`src/rtl/cjs_pkg.sv`:
```
// shared types and constants for the coalescing job stack
package cjs_pkg;

    localparam int STACK_DEPTH     = 16;
    localparam int TYPE_BITS       = 4;
    localparam int DESCRIPTOR_BITS = 16;
    localparam int MODE_BITS       = 2;
    localparam int COUNT_BITS      = $clog2(STACK_DEPTH + 1);

    typedef enum logic
    {
        FUNC_PUSH = 1'b0,
        FUNC_POP  = 1'b1
    } func_t;

    typedef struct packed
    {
        func_t                      func;
        logic [TYPE_BITS-1:0]       job_type;
        logic [DESCRIPTOR_BITS-1:0] descriptor_id;
        logic [MODE_BITS-1:0]       convert_mode;
    } req_t;

    typedef struct packed
    {
        logic                       was_new;
        logic                       full_refused;
        logic                       pop_valid;
        logic [TYPE_BITS-1:0]       out_type;
        logic [DESCRIPTOR_BITS-1:0] out_descriptor;
        logic [MODE_BITS-1:0]       out_mode;
        logic [COUNT_BITS-1:0]      entry_count;
    } rsp_t;

    // one stored job
    typedef struct packed
    {
        logic                       valid;
        logic [TYPE_BITS-1:0]       jtype;
        logic [DESCRIPTOR_BITS-1:0] desc;
        logic [MODE_BITS-1:0]       mode;
    } entry_t;

    // match search running from the top cell downward
    typedef struct packed
    {
        logic                 hit;
        logic [MODE_BITS-1:0] mode;
    } scan_t;

    // per-transaction control broadcast to every cell
    typedef struct packed
    {
        logic push;
        logic any_hit;
        logic pop;
    } cell_ctrl_t;

endpackage

```
`src/rtl/cjs_cell.sv`:
```
// one stack cell: holds an entry, compares it, shifts with its neighbors
module cjs_cell
(
    input  logic                               clk,
    input  logic                               rst_n,
    input  cjs_pkg::cell_ctrl_t                ctrl,
    input  logic [cjs_pkg::TYPE_BITS-1:0]       key_type,
    input  logic [cjs_pkg::DESCRIPTOR_BITS-1:0] key_desc,
    input  cjs_pkg::entry_t                    up_entry,
    input  cjs_pkg::entry_t                    down_entry,
    input  cjs_pkg::scan_t                     scan_in,
    output cjs_pkg::scan_t                     scan_out,
    output cjs_pkg::entry_t                    entry
);
    import cjs_pkg::*;

    logic   valid_reg;
    logic   valid_next;
    entry_t data_reg;
    entry_t data_next;
    logic   match;
    logic   shift_down;

    assign match = valid_reg && (key_desc != '0) && (data_reg.jtype == key_type)
                   && (data_reg.desc == key_desc);

    always_comb
    begin
        scan_out.hit  = scan_in.hit | match;
        scan_out.mode = scan_in.hit ? scan_in.mode : data_reg.mode;
    end

    // on a coalesce only cells from the top down to the hit move
    assign shift_down = ctrl.push && (!ctrl.any_hit || !scan_in.hit);

    always_comb
    begin
        valid_next = valid_reg;
        data_next  = data_reg;
        if (shift_down)
        begin
            valid_next = up_entry.valid;
            data_next  = up_entry;
        end
        else if (ctrl.pop)
        begin
            valid_next = down_entry.valid;
            data_next  = down_entry;
        end
    end

    always_ff @(posedge clk or negedge rst_n)
    begin
        if (!rst_n)
        begin
            valid_reg <= 1'b0;
        end
        else
        begin
            valid_reg <= valid_next;
        end
    end

    always_ff @(posedge clk)
    begin
        data_reg <= data_next;
    end

    always_comb
    begin
        entry       = data_reg;
        entry.valid = valid_reg;
    end

endmodule

```
`src/rtl/coalescing_job_stack.sv`:
```
// top level of the coalescing job stack
//
// last-in-first-out job stack of STACK_DEPTH entries, top entry in cell 0.
// request channel req_valid/req_ready/req carries a push or a pop; every
// request gives exactly one response on rsp_valid/rsp_ready/rsp.
// a push whose type and non-zero descriptor match a stored job removes that
// job, closes the gap and places the job on top with the stricter mode.
// a new job pushed into a full stack is refused and the stack is unchanged.
// the response is registered when the request is taken.
// throughput: one request per cycle; each cell compares its entry and all
// cells shift together in the same cycle, the hit search ripples down the row.
// req_ready is high while the response register is empty or being drained,
// so a stalled receiver holds off new requests after one pending response.
// reset empties the stack and drops any pending response.
module coalescing_job_stack
(
    input  logic          clk,
    input  logic          rst_n,
    input  logic          req_valid,
    output logic          req_ready,
    input  cjs_pkg::req_t req,
    output logic          rsp_valid,
    input  logic          rsp_ready,
    output cjs_pkg::rsp_t rsp
);
    import cjs_pkg::*;

    entry_t                cells [STACK_DEPTH];
    scan_t                 scan  [STACK_DEPTH+1];
    cell_ctrl_t            ctrl;
    entry_t                new_entry;
    entry_t                empty_entry;
    logic                  accept;
    logic                  is_push;
    logic                  full;
    logic                  refused;
    logic [MODE_BITS-1:0]  merged_mode;
    logic [COUNT_BITS-1:0] count_reg;
    logic [COUNT_BITS-1:0] count_next;
    logic                  rsp_valid_reg;
    logic                  rsp_valid_next;
    rsp_t                  rsp_reg;
    rsp_t                  rsp_next;

    assign req_ready = !rsp_valid_reg || rsp_ready;
    assign accept    = req_valid && req_ready;
    assign is_push   = (req.func == FUNC_PUSH);
    assign full      = (count_reg == COUNT_BITS'(STACK_DEPTH));

    assign scan[0] = '0;

    assign refused = is_push && !scan[STACK_DEPTH].hit && full;

    always_comb
    begin
        ctrl.push    = accept && is_push && !refused;
        ctrl.any_hit = scan[STACK_DEPTH].hit;
        ctrl.pop     = accept && !is_push && (count_reg != '0);
    end

    assign merged_mode = (scan[STACK_DEPTH].hit && scan[STACK_DEPTH].mode < req.convert_mode)
                         ? scan[STACK_DEPTH].mode : req.convert_mode;

    always_comb
    begin
        new_entry.valid = 1'b1;
        new_entry.jtype = req.job_type;
        new_entry.desc  = req.descriptor_id;
        new_entry.mode  = merged_mode;
        empty_entry     = '0;
    end

    for (genvar i = 0; i < STACK_DEPTH; i++)
    begin : g_cell
        entry_t up_e;
        entry_t down_e;

        if (i == 0)
        begin : g_top
            assign up_e = new_entry;
        end
        else
        begin : g_mid
            assign up_e = cells[i-1];
        end

        if (i == STACK_DEPTH - 1)
        begin : g_bottom
            assign down_e = empty_entry;
        end
        else
        begin : g_inner
            assign down_e = cells[i+1];
        end

        cjs_cell u_cell
        (
            .clk        (clk),
            .rst_n      (rst_n),
            .ctrl       (ctrl),
            .key_type   (req.job_type),
            .key_desc   (req.descriptor_id),
            .up_entry   (up_e),
            .down_entry (down_e),
            .scan_in    (scan[i]),
            .scan_out   (scan[i+1]),
            .entry      (cells[i])
        );
    end

    always_comb
    begin
        count_next = count_reg;
        if (ctrl.push && !ctrl.any_hit)
        begin
            count_next = count_reg + COUNT_BITS'(1);
        end
        else if (ctrl.pop)
        begin
            count_next = count_reg - COUNT_BITS'(1);
        end
    end

    always_comb
    begin
        rsp_next              = '0;
        rsp_next.entry_count  = count_next;
        if (is_push)
        begin
            rsp_next.was_new      = !scan[STACK_DEPTH].hit;
            rsp_next.full_refused = refused;
        end
        else if (count_reg != '0)
        begin
            rsp_next.pop_valid      = 1'b1;
            rsp_next.out_type       = cells[0].jtype;
            rsp_next.out_descriptor = cells[0].desc;
            rsp_next.out_mode       = cells[0].mode;
        end
    end

    always_comb
    begin
        rsp_valid_next = rsp_valid_reg;
        if (accept)
        begin
            rsp_valid_next = 1'b1;
        end
        else if (rsp_ready)
        begin
            rsp_valid_next = 1'b0;
        end
    end

    always_ff @(posedge clk or negedge rst_n)
    begin
        if (!rst_n)
        begin
            count_reg     <= '0;
            rsp_valid_reg <= 1'b0;
        end
        else
        begin
            count_reg     <= count_next;
            rsp_valid_reg <= rsp_valid_next;
        end
    end

    always_ff @(posedge clk)
    begin
        if (accept)
        begin
            rsp_reg <= rsp_next;
        end
    end

    assign rsp_valid = rsp_valid_reg;
    assign rsp       = rsp_reg;

endmodule

```
`config.mk`:
```
export PLATFORM = sky130hd
export DESIGN_NAME = coalescing_job_stack
export DESIGN_NICKNAME = d
export VERILOG_FILES = /design/src/rtl/cjs_pkg.sv /design/src/rtl/cjs_cell.sv /design/src/rtl/coalescing_job_stack.sv
export SDC_FILE = /design/constraint.sdc
export NUM_CORES = 1
export LEC_CHECK = 0
export BUFFER_PORTS_ARGS = -buffer_cell sky130_fd_sc_hd__buf_2
export CAP_MARGIN = 40
export CORE_MARGIN = 1.5
export CORE_UTILIZATION = 65
export DETAILED_ROUTE_END_ITERATION = 8
export GPL_ROUTABILITY_DRIVEN = 1
export PLACE_DENSITY = 0.82
export REMOVE_ABC_BUFFERS = 1
export SKIP_LAST_GASP = 1
export SYNTH_ARGS = -nofsm -noshare
export SYNTH_HDL_FRONTEND = slang
export SYNTH_HIERARCHICAL = 1
export SYNTH_SLANG_ARGS = --single-unit
```
`constraint.sdc`:
```
create_clock -name clk -period 14.2 [get_ports clk]
set_input_delay 2.84 -clock clk [delete_from_list [all_inputs] [get_ports clk]]
set_output_delay 2.84 -clock clk [all_outputs]
set_load 0.01 [all_outputs]
```
==> flow_summary.json <==
{
  "grt_antenna_before_repair": 1,
  "detail_route.iter0.violations": 2292,
  "critical_path_required_ns": 14.41,
  "core.rowCount": 68,
  "synth_most_common_cell": "sky130_fd_sc_hd__edfxtp_1",
  "synthDominantAreaCellType": "sky130_fd_sc_hd__edfxtp_1",
  "worst_skew_late_latency_ns": 0.58,
  "cts_num_sinks": 404,
  "detail_route.first_pass.iterations": 5,
  "detail_route.wirelength_um": 68490,
  "avg_wl_per_cell_um": 32.26,
  "grt_pass1_vias": 14301,
  "grt_first_pass_wirelength_um": 98510,
  "crit_fanout": 28,
  "clk_path_buf_depth": 3,
  "max-vdd-ir-drop_mv": 0.1055,
  "final_max_slew_viol_count": 0,
  "min_period_ns": 10.67,
  "finClkSkew_ns": 0.02372,
  "worst-endpoint-arrival_ns": 10.88,
  "synth.top_cells.by_area": "sky130_fd_sc_hd__edfxtp_1 50%, sky130_fd_sc_hd__mux2_4 18%, sky130_fd_sc_hd__xnor2_1 7.9%",
  "ios": 59,
  "final_gp_congestion": 1.020,
  "synth_top_area_share_pct": 49.54,
  "most_frequently_used_flop_master_after_synthesis": "sky130_fd_sc_hd__edfxtp_1",
  "min_period_over_period_pct": 75.16,
  "grt.total_usage_pct": 37.75,
  "final_hold_violating_endpoints": 0,
  "number_of_antenna_cells_inserted": 0,
  "timing.critical_path.to_type": "register",
  "slew_of_the_pin_with_the_lowest_slew_margin_ns": 0.8723,
  "count_of_mapped_cells_out_of_synthesis": 1523,
  "cts_tree": "yes",
  "dpl_cell_area_sq_mm": 0.02414,
  "outcome": "finished clean",
  "die_area_sq_mm": 0.03677,
  "grt_setup_unrepaired": "no",
  "timing.slew.headroom_pct": 41.85,
  "fin_setup_tns_ns": 0,
  "synth_area_sq_mm": 0.02316,
  "grt_overflow": 0,
  "synth.top_cells.by_count": "382 x sky130_fd_sc_hd__edfxtp_1, 272 x sky130_fd_sc_hd__mux2_4, 209 x sky130_fd_sc_hd__xnor2_1",
  "port-buffer-count": 58,
  "fmax_ghz": 0.09370,
  "crit_type": "in -> reg",
  "category_of_the_worst_setup_path_launch_point": "input pin",
  "fraction_of_final_layout_cells_with_drive_strength_greater_than_1_pct": 35.19,
  "dp.final_hpwl_um": 48750,
  "die_height_um": 191.7,
  "synth-warning-count": 6,
  "fin_util_pct": 73.45,
  "post-cts-setup-buffers": 0,
  "synth-seq-cells": 404,
  "routed-via-count": 14888,
  "grt_start_max_net_pins": 34,
  "initial_utilization_pct": 66.54,
  "worst_hold_path_type": "reg -> reg",
  "avgSynthCellArea_sq_um": 15.20,
  "number_of_enable_flip_flop_cells_after_synthesis": 382,
  "finish.instance_area_sq_mm": 0.02556,
  "count_of_distinct_cell_types_in_the_synthesized_netlist": 36,
  "cts_hold_buf": 0,
  "dp.cells": 2047,
  "vias_per_cell": 7.013,
  "nets": 1666,
  "synth_async_sr_flop_share_pct": 5.446,
  "post-route-drc-count": 0,
  "worst_setup_hold_path_clk_slew_ns": 0.06,
  "cts_resized": 0,
  "root_buffer_master": "sky130_fd_sc_hd__clkbuf_16",
  "n_fill_cell": 2078,
  "power_density_mw_per_mm2": 134.2,
  "final_cells": 2123,
  "p_leak_nw": 9.126,
  "cts_buffers": 42,
  "finalSetupViolCount": 0,
  "largest_register_ffs": 352,
  "core-area_sq_mm": 0.03480,
  "cap_viol_max_count": 0,
  "cts-htree-levels": 2,
  "layout-area-overhead-vs-synth_pct": 10.38,
  "die_width_um": 191.7,
  "antenna_left": 0,
  "synth.yosys.seq_area_share_pct": 51.92
}
==> kinds of logic (layout without fill, tap and decap cells) <==
family,Yosys count,after routing,share of synthesized area (%)
xor+xnor,323,323,12.22
buf+inv,62,179,2.356
flops,404,404,51.92
compound gates,58,58,2.610
simple gates,269,269,6.835
mux,402,402,23.87
fa+ha+maj,3,3,0.1621
other cells,2,30,0.03243
==> worst max-delay path: stages <==
cell and delay, ns:
sky130_fd_sc_hd__buf_2 0.19, sky130_fd_sc_hd__buf_4 0.42, sky130_fd_sc_hd__xnor2_1 0.17, sky130_fd_sc_hd__nand4_1 0.11, sky130_fd_sc_hd__nor4_1 0.38, sky130_fd_sc_hd__a41o_1 0.36, sky130_fd_sc_hd__a41o_1 0.26, sky130_fd_sc_hd__a41o_1 0.25
sky130_fd_sc_hd__a41o_1 0.27, sky130_fd_sc_hd__a41o_1 0.27, sky130_fd_sc_hd__a41o_1 0.27, sky130_fd_sc_hd__a41o_1 0.25, sky130_fd_sc_hd__a41o_1 0.26, sky130_fd_sc_hd__a41o_1 0.25, sky130_fd_sc_hd__a41o_1 0.26, sky130_fd_sc_hd__a41o_1 0.29
sky130_fd_sc_hd__a41o_1 0.26, sky130_fd_sc_hd__a41o_1 0.26, sky130_fd_sc_hd__a41o_1 0.28, sky130_fd_sc_hd__a41o_1 0.26, sky130_fd_sc_hd__a41o_2 0.53, sky130_fd_sc_hd__nor2_1 0.13, sky130_fd_sc_hd__nor3_2 0.20, sky130_fd_sc_hd__buf_4 0.31
sky130_fd_sc_hd__a21boi_4 0.62, sky130_fd_sc_hd__buf_4 0.35, sky130_fd_sc_hd__or2_2 0.52
==> per-stage QoR <==
stage               power, W  hold slack [ns]  setup WS [ns]
CTS                 0.003411           0.5641          3.769
global placement    0.002238           0.5101          3.233
detailed placement  0.002276           0.5462          3.217
global route        0.003513           0.5912          3.165
finish              0.003429           0.5646          3.527
floorplan           0.002017           0.4705          3.658
==> routing by layer <==
layer | routed length, um | vias to the layer above | track usage (%)
met5 | 11 | - | 0
met4 | 4045 | 2 | 20.22
met3 | 8616 | 263 | 8.131
met2 | 30450 | 1218 | 56.18
met1 | 25360 | 7369 | 51.97
li1 | - | 6036 | -
==> power breakdown <==
part           switching [W]  total, W  internal [W]
clock               0.000480   0.00115      0.000669
sequential          0.000197   0.00169       0.00149
combinational       0.000285  0.000591      0.000306
total               0.000962   0.00343       0.00247
==> cell type report <==
cell class | count | area [sq um] | area share (%)
Timing Repair Buffer | 96 | 820.8 | 3.211
Clock buffer | 51 | 1146 | 4.484
Inverter | 7 | 26.28 | 0.1028
Sequential cell | 404 | 12020 | 47.03
Tap cell | 455 | 569.3 | 2.227
Clock inverter | 25 | 272.8 | 1.067
Multi-Input combinational cell | 1085 | 10700 | 41.87
==> cells in the final DEF (no fill, tap or decap), types with 3 or more instances in the layout <==
master / synthesis / final
sky130_fd_sc_hd__mux2_4: 272 / 272
sky130_fd_sc_hd__bufinv_16: 0 / 5
sky130_fd_sc_hd__clkinvlp_4: 0 / 4
sky130_fd_sc_hd__or2_2: 16 / 16
sky130_fd_sc_hd__nand4_1: 66 / 66
sky130_fd_sc_hd__clkbuf_8: 0 / 4
sky130_fd_sc_hd__nor2_1: 4 / 3
sky130_fd_sc_hd__clkinv_1: 0 / 5
sky130_fd_sc_hd__a41o_1: 16 / 15
sky130_fd_sc_hd__buf_12: 0 / 6
sky130_fd_sc_hd__nand3_1: 4 / 4
sky130_fd_sc_hd__edfxtp_1: 382 / 382
sky130_fd_sc_hd__and3_1: 22 / 22
sky130_fd_sc_hd__xor2_1: 114 / 114
sky130_fd_sc_hd__clkinv_2: 0 / 6
sky130_fd_sc_hd__conb_1: 2 / 30
sky130_fd_sc_hd__dfrtp_1: 22 / 22
sky130_fd_sc_hd__clkbuf_16: 0 / 43
sky130_fd_sc_hd__buf_8: 0 / 4
sky130_fd_sc_hd__mux2_2: 114 / 114
sky130_fd_sc_hd__nor4_1: 96 / 96
sky130_fd_sc_hd__a21boi_4: 16 / 16
sky130_fd_sc_hd__inv_6: 0 / 3
sky130_fd_sc_hd__xnor2_1: 209 / 209
sky130_fd_sc_hd__inv_1: 6 / 6
sky130_fd_sc_hd__buf_2: 1 / 58
sky130_fd_sc_hd__clkbuf_1: 4 / 4
sky130_fd_sc_hd__nor3_1: 20 / 19
sky130_fd_sc_hd__nand2_1: 34 / 34
sky130_fd_sc_hd__a21oi_1: 5 / 5
sky130_fd_sc_hd__buf_16: 0 / 7
sky130_fd_sc_hd__ha_1: 3 / 3
sky130_fd_sc_hd__o21ai_0: 18 / 18
sky130_fd_sc_hd__buf_4: 17 / 21
sky130_fd_sc_hd__mux2i_1: 16 / 16
==> final timing paths <==
path,from,to,slack (ns),cells past startpoint
min in group asynchronous,rst_n,rsp_valid,2.37,1
worst max-delay path,req[17],g_cell[8].u_cell/entry[0],3.53,27
worst min register to register,g_cell[0].u_cell/valid_reg,g_cell[1].u_cell/valid_reg,0.56,2
worst min-delay path,g_cell[0].u_cell/valid_reg,g_cell[1].u_cell/valid_reg,0.56,2
max in group asynchronous,rst_n,g_cell[15].u_cell/valid_reg,11.26,1
worst max register to register,g_cell[0].u_cell/entry[2],g_cell[8].u_cell/entry[0],5.83,25
No activity file was read; power rests on OpenSTA's default activity.
